$ cat src/rtl/core/dst_correction_decider_defines.svh
// Assertion macros for the daylight-saving correction decider.
`ifndef DST_CORRECTION_DECIDER_DEFINES_SVH
`define DST_CORRECTION_DECIDER_DEFINES_SVH

// Same-cycle implication, sampled on clk, held off during reset.
`define DCD_ASSERT_IMP(label, ante, cons) \
	label: assert property (@(posedge clk) disable iff (!arst_n) (ante) |-> (cons)) \
	else $error("dcd assertion failed");

// Next-cycle implication, sampled on clk, held off during reset.
`define DCD_ASSERT_NXT(label, ante, cons) \
	label: assert property (@(posedge clk) disable iff (!arst_n) (ante) |=> (cons)) \
	else $error("dcd assertion failed");

`endif

$ cat src/rtl/core/dcd_pkg.sv
// Package: codes, widths, window tables and shared types of the decider.
package dcd_pkg;

	localparam int MODE_W  = 2;
	localparam int YEAR_W  = 7;
	localparam int MONTH_W = 4;
	localparam int DAY_W   = 5;
	localparam int HOUR_W  = 5;
	localparam int CHG_W   = 2;
	localparam int REGION_W = 2;
	localparam int NYEARS  = 7;
	localparam int IDX_W   = 3;

	localparam logic [MODE_W-1:0] MODE_FIX    = 2'd0;
	localparam logic [MODE_W-1:0] MODE_MARK   = 2'd1;
	localparam logic [MODE_W-1:0] MODE_GPS    = 2'd2;
	localparam logic [MODE_W-1:0] MODE_UNUSED = 2'd3;

	localparam logic [REGION_W-1:0] REGION_NONE = 2'd0;
	localparam logic [REGION_W-1:0] REGION_US   = 2'd1;
	localparam logic [REGION_W-1:0] REGION_EU   = 2'd2;

	localparam logic [CHG_W-1:0] CHG_NONE    = 2'd0;
	localparam logic [CHG_W-1:0] CHG_ADVANCE = 2'd1;
	localparam logic [CHG_W-1:0] CHG_RETREAT = 2'd2;
	localparam logic [CHG_W-1:0] CHG_BOTH    = 2'd3;

	localparam logic [YEAR_W-1:0]  FIRST_YEAR      = 7'd8;
	localparam logic [YEAR_W-1:0]  LAST_YEAR       = 7'd14;
	localparam logic [DAY_W-1:0]   EU_DAY_BASE     = 5'd25;
	localparam logic [MONTH_W-1:0] FORWARD_MONTH   = 4'd3;
	localparam logic [MONTH_W-1:0] US_BACK_MONTH   = 4'd11;
	localparam logic [MONTH_W-1:0] EU_BACK_MONTH   = 4'd10;
	localparam logic [HOUR_W-1:0]  US_FORWARD_HOUR = 5'd2;
	localparam logic [HOUR_W-1:0]  EU_FORWARD_HOUR = 5'd1;
	localparam logic [HOUR_W-1:0]  BACK_HOUR       = 5'd2;
	localparam logic [HOUR_W-1:0]  LAST_HOUR       = 5'd1;

	// Forward day in the high nibble, back day in the low nibble.
	localparam logic [7:0] US_DAYS [8] = '{
		8'h92, 8'h81, 8'hE7, 8'hD6, 8'hB4, 8'hA3, 8'h92, 8'h00
	};
	// EU days are offsets from the 25th.
	localparam logic [7:0] EU_DAYS [8] = '{
		8'h51, 8'h40, 8'h36, 8'h25, 8'h03, 8'h62, 8'h51, 8'h00
	};

	typedef struct packed {
		logic             supported;
		logic [IDX_W-1:0] idx;
		logic             inwin;
		logic             last_hr;
		logic             post;
	} win_flags_t;

endpackage

$ cat src/rtl/core/dcd_if.sv
// Valid/ready channel interfaces for the decider's date items and results.
interface dcd_in_if;
	import dcd_pkg::*;
	logic                 valid;
	logic                 ready;
	logic [MODE_W-1:0]    mode;
	logic [YEAR_W-1:0]    year;
	logic [MONTH_W-1:0]   month;
	logic [DAY_W-1:0]     day;
	logic [HOUR_W-1:0]    hour;
	modport source (output valid, mode, year, month, day, hour, input ready);
	modport sink (input valid, mode, year, month, day, hour, output ready);
endinterface

interface dcd_out_if;
	import dcd_pkg::*;
	logic             valid;
	logic             ready;
	logic [CHG_W-1:0] hour_change;
	logic             in_window;
	logic             forward_marked;
	logic             backward_marked;
	modport source (output valid, hour_change, in_window, forward_marked, backward_marked,
		input ready);
	modport sink (input valid, hour_change, in_window, forward_marked, backward_marked,
		output ready);
endinterface

$ cat src/rtl/core/dcd_window.sv
// Window lookup: year support, table index and position against the window.
module dcd_window
	import dcd_pkg::*;
(
	input  logic [REGION_W-1:0] region,
	input  logic [YEAR_W-1:0]   year,
	input  logic [MONTH_W-1:0]  month,
	input  logic [DAY_W-1:0]    day,
	input  logic [HOUR_W-1:0]   hour,
	output win_flags_t          flags
);

	logic [YEAR_W-1:0]  year_off;
	logic [IDX_W-1:0]   idx;
	logic [7:0]         us_e;
	logic [7:0]         eu_e;
	logic [DAY_W-1:0]   fday;
	logic [DAY_W-1:0]   bday;
	logic [HOUR_W-1:0]  fhr;
	logic [MONTH_W-1:0] bmon;
	logic               is_us;
	logic               inwin;

	assign year_off = year - FIRST_YEAR;
	assign idx      = year_off[IDX_W-1:0];
	assign us_e     = US_DAYS[idx];
	assign eu_e     = EU_DAYS[idx];
	assign is_us    = (region == REGION_US);

	always_comb begin
		if (is_us) begin
			fday = {1'b0, us_e[7:4]};
			bday = {1'b0, us_e[3:0]};
			fhr  = US_FORWARD_HOUR;
			bmon = US_BACK_MONTH;
		end else begin
			fday = {1'b0, eu_e[7:4]} + EU_DAY_BASE;
			bday = {1'b0, eu_e[3:0]} + EU_DAY_BASE;
			fhr  = EU_FORWARD_HOUR;
			bmon = EU_BACK_MONTH;
		end
	end

	// Walk the month first, then the day, then the hour at each boundary.
	always_comb begin
		if (month < FORWARD_MONTH) begin
			inwin = 1'b0;
		end else if (month == FORWARD_MONTH) begin
			inwin = (day > fday) || (day == fday && hour >= fhr);
		end else if (month < bmon) begin
			inwin = 1'b1;
		end else if (month > bmon) begin
			inwin = 1'b0;
		end else if (day < bday) begin
			inwin = 1'b1;
		end else if (day > bday) begin
			inwin = 1'b0;
		end else begin
			inwin = hour < BACK_HOUR;
		end
	end

	assign flags.supported = (region == REGION_US || region == REGION_EU) &&
		(year >= FIRST_YEAR) && (year <= LAST_YEAR);
	assign flags.idx     = idx;
	assign flags.inwin   = inwin;
	assign flags.last_hr = inwin && month == bmon && day == bday && hour == LAST_HOUR;
	assign flags.post    = (month > bmon) || (month == bmon && day > bday) ||
		(month == bmon && day == bday && hour >= BACK_HOUR);

endmodule

$ cat src/rtl/core/dst_correction_decider.sv
// Top level: daylight-saving correction decider with per-year applied marks.
// An accepted item waits in the input stage, its result in the result stage.
// Throughput: one item per cycle unless the result side stalls; the only loop is
// the per-year mark pair, read and updated in the single decision stage.
// Reset: arst_n clears the region register (no daylight saving), both mark
// registers and all valid flags; payload registers are not reset.
module dst_correction_decider
	import dcd_pkg::*;
(
	input  logic                clk,
	input  logic                arst_n,
	input  logic                region_we,
	input  logic [REGION_W-1:0] region_wdata,
	dcd_in_if.sink              item,
	dcd_out_if.source           result
);

	`include "dst_correction_decider_defines.svh"

	// Region register, written only while the block is idle: a user rule, unchecked.
	logic [REGION_W-1:0] region_q;

	// Input stage: the accepted beat waits here for the decision.
	logic               valid_s1;
	logic [MODE_W-1:0]  mode_s1;
	logic [YEAR_W-1:0]  year_s1;
	logic [MONTH_W-1:0] month_s1;
	logic [DAY_W-1:0]   day_s1;
	logic [HOUR_W-1:0]  hour_s1;

	// Result stage.
	logic             valid_s2;
	logic [CHG_W-1:0] change_s2;
	logic             win_s2;
	logic             fmark_s2;
	logic             bmark_s2;

	// Per-year marks: bit (year - 8).
	logic [NYEARS-1:0] fwd_done_q;
	logic [NYEARS-1:0] bwd_done_q;

	win_flags_t        flags;
	logic              advance;
	logic              ok;
	logic [NYEARS-1:0] year_bit;
	logic              fdone;
	logic              bdone;
	logic [CHG_W-1:0]  change_d;
	logic              win_d;
	logic              fmark_d;
	logic              bmark_d;

	// Move the decided beat forward when the result stage is empty or draining.
	assign advance    = valid_s1 && (!valid_s2 || result.ready);
	assign item.ready = !valid_s1 || advance;

	always_ff @(posedge clk or negedge arst_n) begin
		if (!arst_n) begin
			region_q <= REGION_NONE;
		end else if (region_we) begin
			region_q <= region_wdata;
		end
	end

	always_ff @(posedge clk or negedge arst_n) begin
		if (!arst_n) begin
			valid_s1 <= 1'b0;
		end else if (item.ready) begin
			valid_s1 <= item.valid;
		end
	end

	always_ff @(posedge clk) begin
		if (item.valid && item.ready) begin
			mode_s1  <= item.mode;
			year_s1  <= item.year;
			month_s1 <= item.month;
			day_s1   <= item.day;
			hour_s1  <= item.hour;
		end
	end

	dcd_window u_window (
		.region (region_q),
		.year   (year_s1),
		.month  (month_s1),
		.day    (day_s1),
		.hour   (hour_s1),
		.flags  (flags)
	);

	// One-hot select of this year's mark bit.
	always_comb begin
		for (int i = 0; i < NYEARS; i++) begin
			year_bit[i] = (flags.idx == IDX_W'(i));
		end
	end

	assign ok    = flags.supported && (mode_s1 != MODE_UNUSED);
	assign fdone = |(fwd_done_q & year_bit);
	assign bdone = |(bwd_done_q & year_bit);

	// Decision. Unsupported year, region or mode: all-zero result, marks hold.
	always_comb begin
		change_d = CHG_NONE;
		win_d    = 1'b0;
		fmark_d  = 1'b0;
		bmark_d  = 1'b0;
		if (ok) begin
			if (mode_s1 == MODE_GPS) begin
				// Query only: report the window, close the year in its last hour.
				win_d   = flags.inwin && !flags.last_hr;
				bmark_d = flags.last_hr && !bdone;
			end else if (flags.inwin) begin
				if (!fdone) begin
					fmark_d = 1'b1;
					if (mode_s1 == MODE_FIX) begin
						change_d = CHG_ADVANCE;
						// Advancing from the last hour steps past the switch.
						if (flags.last_hr && !bdone) begin
							change_d = CHG_BOTH;
							bmark_d  = 1'b1;
						end
					end
				end
			end else if (flags.post && fdone && !bdone && mode_s1 == MODE_FIX) begin
				change_d = CHG_RETREAT;
				bmark_d  = 1'b1;
			end
		end
	end

	always_ff @(posedge clk or negedge arst_n) begin
		if (!arst_n) begin
			fwd_done_q <= '0;
			bwd_done_q <= '0;
		end else if (advance) begin
			if (fmark_d) begin
				fwd_done_q <= fwd_done_q | year_bit;
			end
			if (bmark_d) begin
				bwd_done_q <= bwd_done_q | year_bit;
			end
		end
	end

	always_ff @(posedge clk or negedge arst_n) begin
		if (!arst_n) begin
			valid_s2 <= 1'b0;
		end else if (!valid_s2 || result.ready) begin
			valid_s2 <= valid_s1;
		end
	end

	always_ff @(posedge clk) begin
		if (advance) begin
			change_s2 <= change_d;
			win_s2    <= win_d;
			fmark_s2  <= fmark_d;
			bmark_s2  <= bmark_d;
		end
	end

	assign result.valid           = valid_s2;
	assign result.hour_change     = change_s2;
	assign result.in_window       = win_s2;
	assign result.forward_marked  = fmark_s2;
	assign result.backward_marked = bmark_s2;

	// Advance-then-retreat always sets both marks.
	`DCD_ASSERT_IMP(a_both_marks, valid_s2 && change_s2 == CHG_BOTH, fmark_s2 && bmark_s2)
	// A window answer never comes with a clock change or a forward mark.
	`DCD_ASSERT_IMP(a_gps_quiet, valid_s2 && win_s2, change_s2 == CHG_NONE && !fmark_s2)
	// Marks only accumulate.
	`DCD_ASSERT_NXT(a_marks_grow, 1'b1,
		((fwd_done_q & $past(fwd_done_q)) == $past(fwd_done_q)) &&
		((bwd_done_q & $past(bwd_done_q)) == $past(bwd_done_q)))

endmodule

$ cat src/flat_wrapper.sv
// flat-port wrapper written by rule: the top's interface ports become plain ports
module dst_correction_decider_flat import dcd_pkg::*;
  (clk, arst_n, region_we, region_wdata, item_valid, item_mode, item_year, item_month, item_day, item_hour, item_ready, result_valid, result_hour_change, result_in_window, result_forward_marked, result_backward_marked, result_ready);
  dcd_in_if item_i ();
  dcd_out_if result_i ();
  input  logic clk;
  input  logic arst_n;
  input  logic region_we;
  input  logic [REGION_W-1:0] region_wdata;
  input wire logic [$bits(item_i.valid)-1:0] item_valid;
  input wire logic [$bits(item_i.mode)-1:0] item_mode;
  input wire logic [$bits(item_i.year)-1:0] item_year;
  input wire logic [$bits(item_i.month)-1:0] item_month;
  input wire logic [$bits(item_i.day)-1:0] item_day;
  input wire logic [$bits(item_i.hour)-1:0] item_hour;
  output wire logic [$bits(item_i.ready)-1:0] item_ready;
  output wire logic [$bits(result_i.valid)-1:0] result_valid;
  output wire logic [$bits(result_i.hour_change)-1:0] result_hour_change;
  output wire logic [$bits(result_i.in_window)-1:0] result_in_window;
  output wire logic [$bits(result_i.forward_marked)-1:0] result_forward_marked;
  output wire logic [$bits(result_i.backward_marked)-1:0] result_backward_marked;
  input wire logic [$bits(result_i.ready)-1:0] result_ready;
  assign item_i.valid = item_valid;
  assign item_i.mode = item_mode;
  assign item_i.year = item_year;
  assign item_i.month = item_month;
  assign item_i.day = item_day;
  assign item_i.hour = item_hour;
  assign item_ready = item_i.ready;
  assign result_valid = result_i.valid;
  assign result_hour_change = result_i.hour_change;
  assign result_in_window = result_i.in_window;
  assign result_forward_marked = result_i.forward_marked;
  assign result_backward_marked = result_i.backward_marked;
  assign result_i.ready = result_ready;
  dst_correction_decider u_core (.clk(clk), .arst_n(arst_n), .region_we(region_we), .region_wdata(region_wdata), .item(item_i), .result(result_i));
endmodule
$ cat config.mk
export PLATFORM = sky130hd
export DESIGN_NAME = dst_correction_decider_flat
export DESIGN_NICKNAME = d
export VERILOG_FILES = /design/src/rtl/core/dcd_pkg.sv /design/src/rtl/core/dcd_if.sv /design/src/rtl/core/dcd_window.sv /design/src/rtl/core/dst_correction_decider.sv /design/src/flat_wrapper.sv
export VERILOG_INCLUDE_DIRS = /design/src /design/src/rtl/core
export SDC_FILE = /design/constraint.sdc
export NUM_CORES = 1
export LEC_CHECK = 0
export BUFFER_PORTS_ARGS = -buffer_cell sky130_fd_sc_hd__buf_2
export CORE_UTILIZATION = 25
export CTS_BUF_LIST = sky130_fd_sc_hd__clkbuf_2 sky130_fd_sc_hd__clkbuf_4 sky130_fd_sc_hd__clkbuf_8
export DETAILED_ROUTE_END_ITERATION = 8
export SYNTH_ARGS = -nofsm -noshare
export SYNTH_HDL_FRONTEND = slang
export SYNTH_SLANG_ARGS = --single-unit
$ cat constraint.sdc
create_clock -name clk -period 6.2 [get_ports clk]
set_clock_uncertainty 0.2 [all_clocks]
set_input_delay 0.93 -clock clk [delete_from_list [all_inputs] [get_ports clk]]
set_output_delay 0.93 -clock clk [all_outputs]
set_load 0.01 [all_outputs]
Word-level counts from Yosys, hierarchy flattened
Memory sizes are Yosys's and may differ from the RTL's.
Index checks and enable logic that the tools add are counted.
{"block": "classes", "order_cmp": 12, "n_eq_ne": 15, "n_bitwise": 6, "reduce_logical": 35, "add_sub_neg": 3, "mux": 30}
{"operator": "8-bit two-way mux", "count": 4}
{"operator": "1-bit two-way mux", "count": 18}
{"operator": "1-bit logical AND", "count": 17}
{"operator": "7-bit AND", "count": 2}
{"operator": "7-bit bitwise OR", "count": 2}
{"operator": "7-bit OR reduction", "count": 2}
{"operator": "2-bit two-way mux", "count": 6}
{"operator": "4-bit by 5-bit adder with 5-bit output, second input constant", "count": 2}
{"operator": "5-bit == test", "count": 2}
{"operator": "5-bit > comparator", "count": 2}
{"operator": "5-bit two-way mux", "count": 2}
{"operator": "3-bit == test, second input constant", "count": 3}
{"operator": "7-bit by 4-bit greater-or-equal comparator with 1-bit output, second input constant", "count": 1}
{"operator": "7-bit by 4-bit less-or-equal comparator with 1-bit output, second input constant", "count": 1}
{"operator": "3-bit by 2-bit == test with 1-bit output, second input constant", "count": 2}
{"operator": "1-bit logical OR", "count": 6}
{"operator": "2-bit AND reduction", "count": 3}
{"operator": "5-bit by 1-bit == test with 1-bit output, second input constant", "count": 1}
{"operator": "5-bit by 2-bit greater-or-equal comparator with 1-bit output, second input constant", "count": 1}
{"operator": "5-bit greater-or-equal comparator", "count": 1}
{"operator": "5-bit by 2-bit < comparator with 1-bit output, second input constant", "count": 1}
{"operator": "5-bit < comparator", "count": 1}
{"operator": "2-bit == test, second input constant", "count": 2}
{"operator": "4-bit by 2-bit == test with 1-bit output, second input constant", "count": 1}
{"operator": "15 further kinds", "count": 18}
{"block": "word_totals", "register_bits": 46, "mem_bits_ro": 128, "n_memories": 2, "elab_cells": 117}
{"memory": "(name not given)", "depth": 8, "word_bits": 8, "rd": 1, "rd_clocked_by_memory_dff": 0, "write_ports": 0, "line_no": "dcd_window.sv:27", "rtl": "assign eu_e = EU_DAYS[idx];"}
{"memory": "(name not given)", "depth": 8, "word_bits": 8, "rd": 1, "rd_clocked_by_memory_dff": 0, "write_ports": 0, "line_no": "dcd_window.sv:26", "rtl": "assign us_e = US_DAYS[idx];"}

Longest topological paths before layout
{"block": "depth", "depth_word": 25, "mapped_depth": 15, "depth_no_buf": 14}

Modules after synthesis
From an unflattened synthesis, not the netlist that was laid out.
{"block": "unflattened", "hier_cells": 211, "hier_area_um2": 2575.0}
{"module": "dst_correction_decider", "area_per_inst_um2": 1824.2, "seq_area_each_um2": 1291.2, "cells_each": 116, "instances": 1}
{"module": "dcd_window", "area_per_inst_um2": 750.7, "seq_area_each_um2": 0.0, "cells_each": 95, "instances": 1}

Worst setup path before layout
Ideal clock, no wire load.
{"block": "synth_timing", "path_type": "reg2reg", "from": "register u_core.year_s1[0]", "to": "register u_core.bmark_s2, in the netlist u_core.result.backward_marked (data pin)", "setup_ns": 0.273, "stages_incl_launch_ff": 16, "path_buffers": 1, "setup_slack_ns": 2.365, "arrival_time_ns": 3.362, "path_cell_list": "edfxtp_1 > inv_1 > ha_1 > clkbuf_1 > nor2_1 > a21boi_0 > ha_1 > ha_1 > o21ai_0 > ha_1 > nand4_1 > or2_0 > a211oi_1 > and2b_2 > a21oi_4 > o31ai_1"}
{"block": "synth_between", "elab_chain_cells": 24}
{"element": "from (decl)", "line_no": "dst_correction_decider.sv:26", "rtl": "logic [YEAR_W-1:0] year_s1;"}
{"element": "from (signal assigned)", "line_no": "dst_correction_decider.sv:76", "rtl": "year_s1 <= item.year;"}
{"element": "3-bit by 1-bit subtractor with 3-bit output", "line_no": "dcd_window.sv:24", "rtl": "assign year_off = year - FIRST_YEAR;"}
{"element": "3-bit NOT with 4-bit output (implied by the code)", "line_no": "dcd_window.sv:26, dcd_window.sv:27"}
{"element": "memory read 8 x 8 bit"}
{"element": "8-bit two-way mux (implied by the code) (2 in a row)", "line_no": "dcd_window.sv:27"}
{"element": "4-bit by 5-bit adder with 5-bit output", "line_no": "dcd_window.sv:38", "rtl": "bday = {1'b0, eu_e[3:0]} + EU_DAY_BASE;"}
{"element": "5-bit two-way mux", "line_no": "dcd_window.sv:31", "rtl": "if (is_us) begin"}
{"element": "5-bit > comparator", "line_no": "dcd_window.sv:56, dcd_window.sv:68"}
{"element": "1-bit two-way mux", "line_no": "dcd_window.sv:56", "rtl": "end else if (day > bday) begin"}
{"element": "[... 8 more ...]"}
{"element": "1-bit logical AND", "line_no": "dst_correction_decider.sv:113, dst_correction_decider.sv:120"}
{"element": "1-bit two-way mux", "line_no": "dst_correction_decider.sv:120", "rtl": "if (flags.last_hr && !bdone) begin"}
{"element": "1-bit two-way mux", "line_no": "dst_correction_decider.sv:117", "rtl": "if (mode_s1 == MODE_FIX) begin"}
{"element": "1-bit two-way mux", "line_no": "dst_correction_decider.sv:115", "rtl": "if (!fdone) begin"}
{"element": "1-bit two-way mux", "line_no": "dst_correction_decider.sv:114", "rtl": "end else if (flags.inwin) begin"}
{"element": "1-bit two-way mux", "line_no": "dst_correction_decider.sv:110", "rtl": "if (mode_s1 == MODE_GPS) begin"}
{"element": "1-bit two-way mux *", "line_no": "dst_correction_decider.sv:109", "rtl": "if (ok) begin"}
{"element": "named net u_core.bmark_d", "line_no": "dst_correction_decider.sv:51", "rtl": "logic bmark_d;"}
{"element": "to (signal assigned)", "line_no": "dst_correction_decider.sv:160", "rtl": "bmark_s2 <= bmark_d;"}
{"element": "to (decl)", "line_no": "dst_correction_decider.sv:36", "rtl": "logic bmark_s2;"}
Mark *: on every way through the listed nets, which the timed path passes. The rest lies on a longest branch. The select of a mux whose other input is x is not followed.
A chain may end at the register's enable or synchronous reset.

Final worst setup path
Same ends and word-level chain as after synthesis.

==> summary.md <==
| Metric | Value |
|---|---|
| Die ar. | `between 0.01 and 0.015 mm^2` |
| Post-DRT Antenna Nets | `0` |
| Final setup TNS | `0 ps` |
| Final setup vio count | `0` |
| Syn Nets | `280` |
| Clk pin slew, worst setup/hold paths | `roughly 90 ps` |
| Post-Synthesis Cell Area | `roughly 0.0026 mm^2` |
| Clock buffer depth | `2` |
| Synth Area in XOR/XNOR | `0%` |
| Initial antenna violation count | `0` |
| CTS resizes | `0` |
| Status | `complete, no violations` |
| Share of cells above drive strength 1 | `a little over a fifth` |
| Synth Register Bits | `46` |
| Peak supply drop | `0.0841 mV` |
| Final worst slack | `1940 ps` |
| Netlist cell types | `46` |
| Worst r2r path cells | `14` |
| Post-place setup slack | `between 1500 and 2000 ps` |
| Largest net degree at the start of global routing | `27` |
| Worst Max-Slew Pin Slew | `around 1100 ps` |
| Most frequent cell after synthesis | `edfxtp_1` |
| Die width | `approximately 100 um` |
| Core area | `0.00986 mm^2` |
| Clock buffer count from CTS | `5` |
| Total GRT Usage | `between 10 and 15%` |
| Post-Synth Simple-Gate Area | `a little under a fifth` |
| Top cell type by total area after synthesis | `edfxtp_1` |
| Hold_sp | `u_core.valid_s1$_DFFE_PN0N_` |
| Critical path type | `reg2reg` |
| DRT Pass-1 Iters | `4` |
| Largest family of logic cells by synthesized area | `simple AND/OR/NAND/NOR gates` |
| PD cells | `about 230 mW/mm^2` |
| Crit path max fanout | `11` |
| Leak | `1.24 nW` |
| CP Capture Type | `register` |
| Final Hold Viols | `0` |
| Worst r2r src | `u_core.year_s1[0]$_DFFE_PP_` |
| PortBufs | `36` |
| Clock Latency Late Sink | `300 ps` |
| Clock Tree Root | `clkbuf_8` |
| Top cells by area, synth | `edfxtp_1, dfrtp_1, ha_1, nand2_1, inv_1` |
| Global route overflow | `0` |
| Syn. warnings | `0` |
| Die Span Y | `slightly above 100 um` |
| Startpoint Class | `register` |
| Nets | `about 320` |
| Synth async-reset ratio | `approximately two fifths` |
| Routability cong. | `~0.84` |
| Final design utilization | `a little under a third` |
| Number of fill cells in the layout | `roughly 1,000` |
| Multiplexer share of the synthesized area | `under 10%` |
| Iter 0 DRT Violations | `86` |
| Post-Route WL | `~5300 um` |
| Number of synthesized flops with an enable pin | `28` |
| DRC viols | `0` |
| Vias | `approximately 1,800` |
| Worst Path Arrival | `a little over 4000 ps` |
| Fin crit share | `slightly below 70%` |
| Adder-cell share of the synthesized area | `between 10 and 15%` |
| Avg Synthesized Cell Area | `about 11 um^2` |
| Reg2Reg Setup Slack | `1940 ps` |
| Top cell types by occurrence after synthesis | `edfxtp_1, ha_1, dfrtp_1, nand2_1, inv_1` |
| RSZ-0062 raised after global routing | `no` |
| Max Cap Viol | `0` |
| ANT cells | `0` |
| Hold crit path type | `reg2reg` |
| Post-CTS Hold Buffers | `0` |
| I/O pin count | `37` |
| Rows | `36` |
| Share of Yosys cell area claimed by the top area cell type | `about a third` |
| Final Max Tran Viols | `0` |
| Vias in the first global route | `approximately 1,900` |
| Hold Path Stages | `1` |
| Hold Path End | `u_core.result.valid$_DFFE_PN0P_` |
| Cell count after synthesis | `about 230` |
| Sequential area share after synthesis | `50.4%` |
| CTS tree | `yes` |
| Vias per cell | `4.61` |
| Critical Path RT | `6040 ps` |
| Initial Util | `approximately 26%` |
| Clk sinks | `46` |
| First-pass GRT wire length | `slightly below 9000 um` |
| Number of post-CTS setup repair buffers | `0` |
| HPWL after DPL | `4050 um` |
| Area growth syn-to-layout | `16.7%` |
| H-tree Lvls | `2` |
| Synth Area in Compound Gates | `~15%` |
| Final worst path period need | `between 4000 and 5000 ps` |
| Max transition margin | `between 20% and 30%` |
| Peak Freq | `roughly 230 MHz` |
| R2R Path End | `u_core.result.backward_marked$_DFFE_PP_` |
| Drt wl/cell | `around 13 um` |
| Top_reg_cell synth | `edfxtp_1` |
[area by class of cell]
| class | count | area, um^2 | area share, % |
|---|---|---|---|
| Sequential cell | 46 | 1290 | 43.2 |
| Clock buffer | 5 | 68.8 | 2.30 |
| Inverter | 17 | 63.8 | 2.13 |
| Timing Repair Buffer | 36 | 180 | 6.02 |
| Tap cell | 133 | 166 | 5.56 |
| Multi-Input combinational cell | 157 | 1180 | 39.5 |
| Clock inverter | 3 | 40.0 | 1.34 |
[report_power, final]
group	switching (W)	internal [W]	leakage, nW	total (W)
clock network	0.000104	0.000119	0.0579	0.000223
registers	0.0000107	0.000343	0.475	0.000354
logic	0.0000634	0.0000458	0.709	0.000109
total	0.000179	0.000508	1.24	0.000686
[routing by layer]
layer / vias up / GRT usage [%] / wire length, um
met1: 875 / 14.5 / 2550
met5: - / 0 / 0
met2: 36 / 17.6 / 2450
met3: 7 / 2.82 / 250
li1: 914 / - / -
met4: 0 / 4.23 / 76
[sequential cells by signal, summed over array words and instances (netlist names)]
signal / count
u_core.month_s1: 4
u_core.region_q: 2
u_core.year_s1: 7
u_core.mode_s1: 2
u_core.result.valid: 1
u_core.hour_s1: 5
u_core.result.hour_change: 2
u_core.fwd_done_q: 7
u_core.result.backward_marked: 1
u_core.result.in_window: 1
u_core.result.forward_marked: 1
u_core.valid_s1: 1
u_core.bwd_done_q: 7
u_core.day_s1: 5
[per-stage QoR]
stage	instance area [um^2]	instances	total power, W	hold WS (ps)
finish	2990	397	0.000686	281
global route	2990	397	0.000725	309
CTS	2990	397	0.000695	287
detailed placement	2880	389	0.000470	261
global placement	2880	389	0.000468	257
floorplan	2560	227	0.000433	243
[critical path: stages, from the launching register on]
cell and delay (ps):
edfxtp_1 440, inv_1 130, ha_1 390, nor2_1 80, a21boi_0 430, ha_1 240, ha_1 220, o21ai_0 160
ha_1 180, nand4_1 180, or2_0 240, a211oi_1 430, and2b_2 320, a21oi_4 250, o31ai_1 90
[logic make-up after synthesis]
group,Yosys count
buffers and inverters,24
AND/OR/NAND/NOR,81
multiplexers,4
flip-flops,46
adder cells (fa/ha/maj),23
AO/OA/AOI/OAI,49
[placed cells by master, fill, tap and decap left out, types with 3 or more instances in the layout]
master and n:
inv_1 17, buf_2 36, nor2b_1 3, or3_1 7, nand2_1 18, nand2b_1 10, and2_1 4, o21bai_1 7
nand3_1 11, or2_2 3, nand3b_1 6, clkbuf_8 5, o221ai_1 7, o211ai_1 3, nor2_1 4, o21ai_0 7
nor3_1 3, edfxtp_1 28, a22oi_1 4, a21oi_1 6, ha_1 23, dfrtp_1 18
[worst max path at each step]
stage	start	to	slack, ps	cells past startpoint
floorplan	u_core.year_s1[0]$_DFFE_PP_	u_core.result.backward_marked$_DFFE_PP_	2370	15
global placement	u_core.year_s1[0]$_DFFE_PP_	u_core.result.backward_marked$_DFFE_PP_	2040	14
detailed placement	u_core.year_s1[0]$_DFFE_PP_	u_core.result.backward_marked$_DFFE_PP_	1940	14
CTS	u_core.year_s1[0]$_DFFE_PP_	u_core.result.backward_marked$_DFFE_PP_	1890	14
global route	u_core.year_s1[0]$_DFFE_PP_	u_core.result.backward_marked$_DFFE_PP_	1550	14
finish	u_core.year_s1[0]$_DFFE_PP_	u_core.result.backward_marked$_DFFE_PP_	1940	14
(Power assumes the default switching activity.)
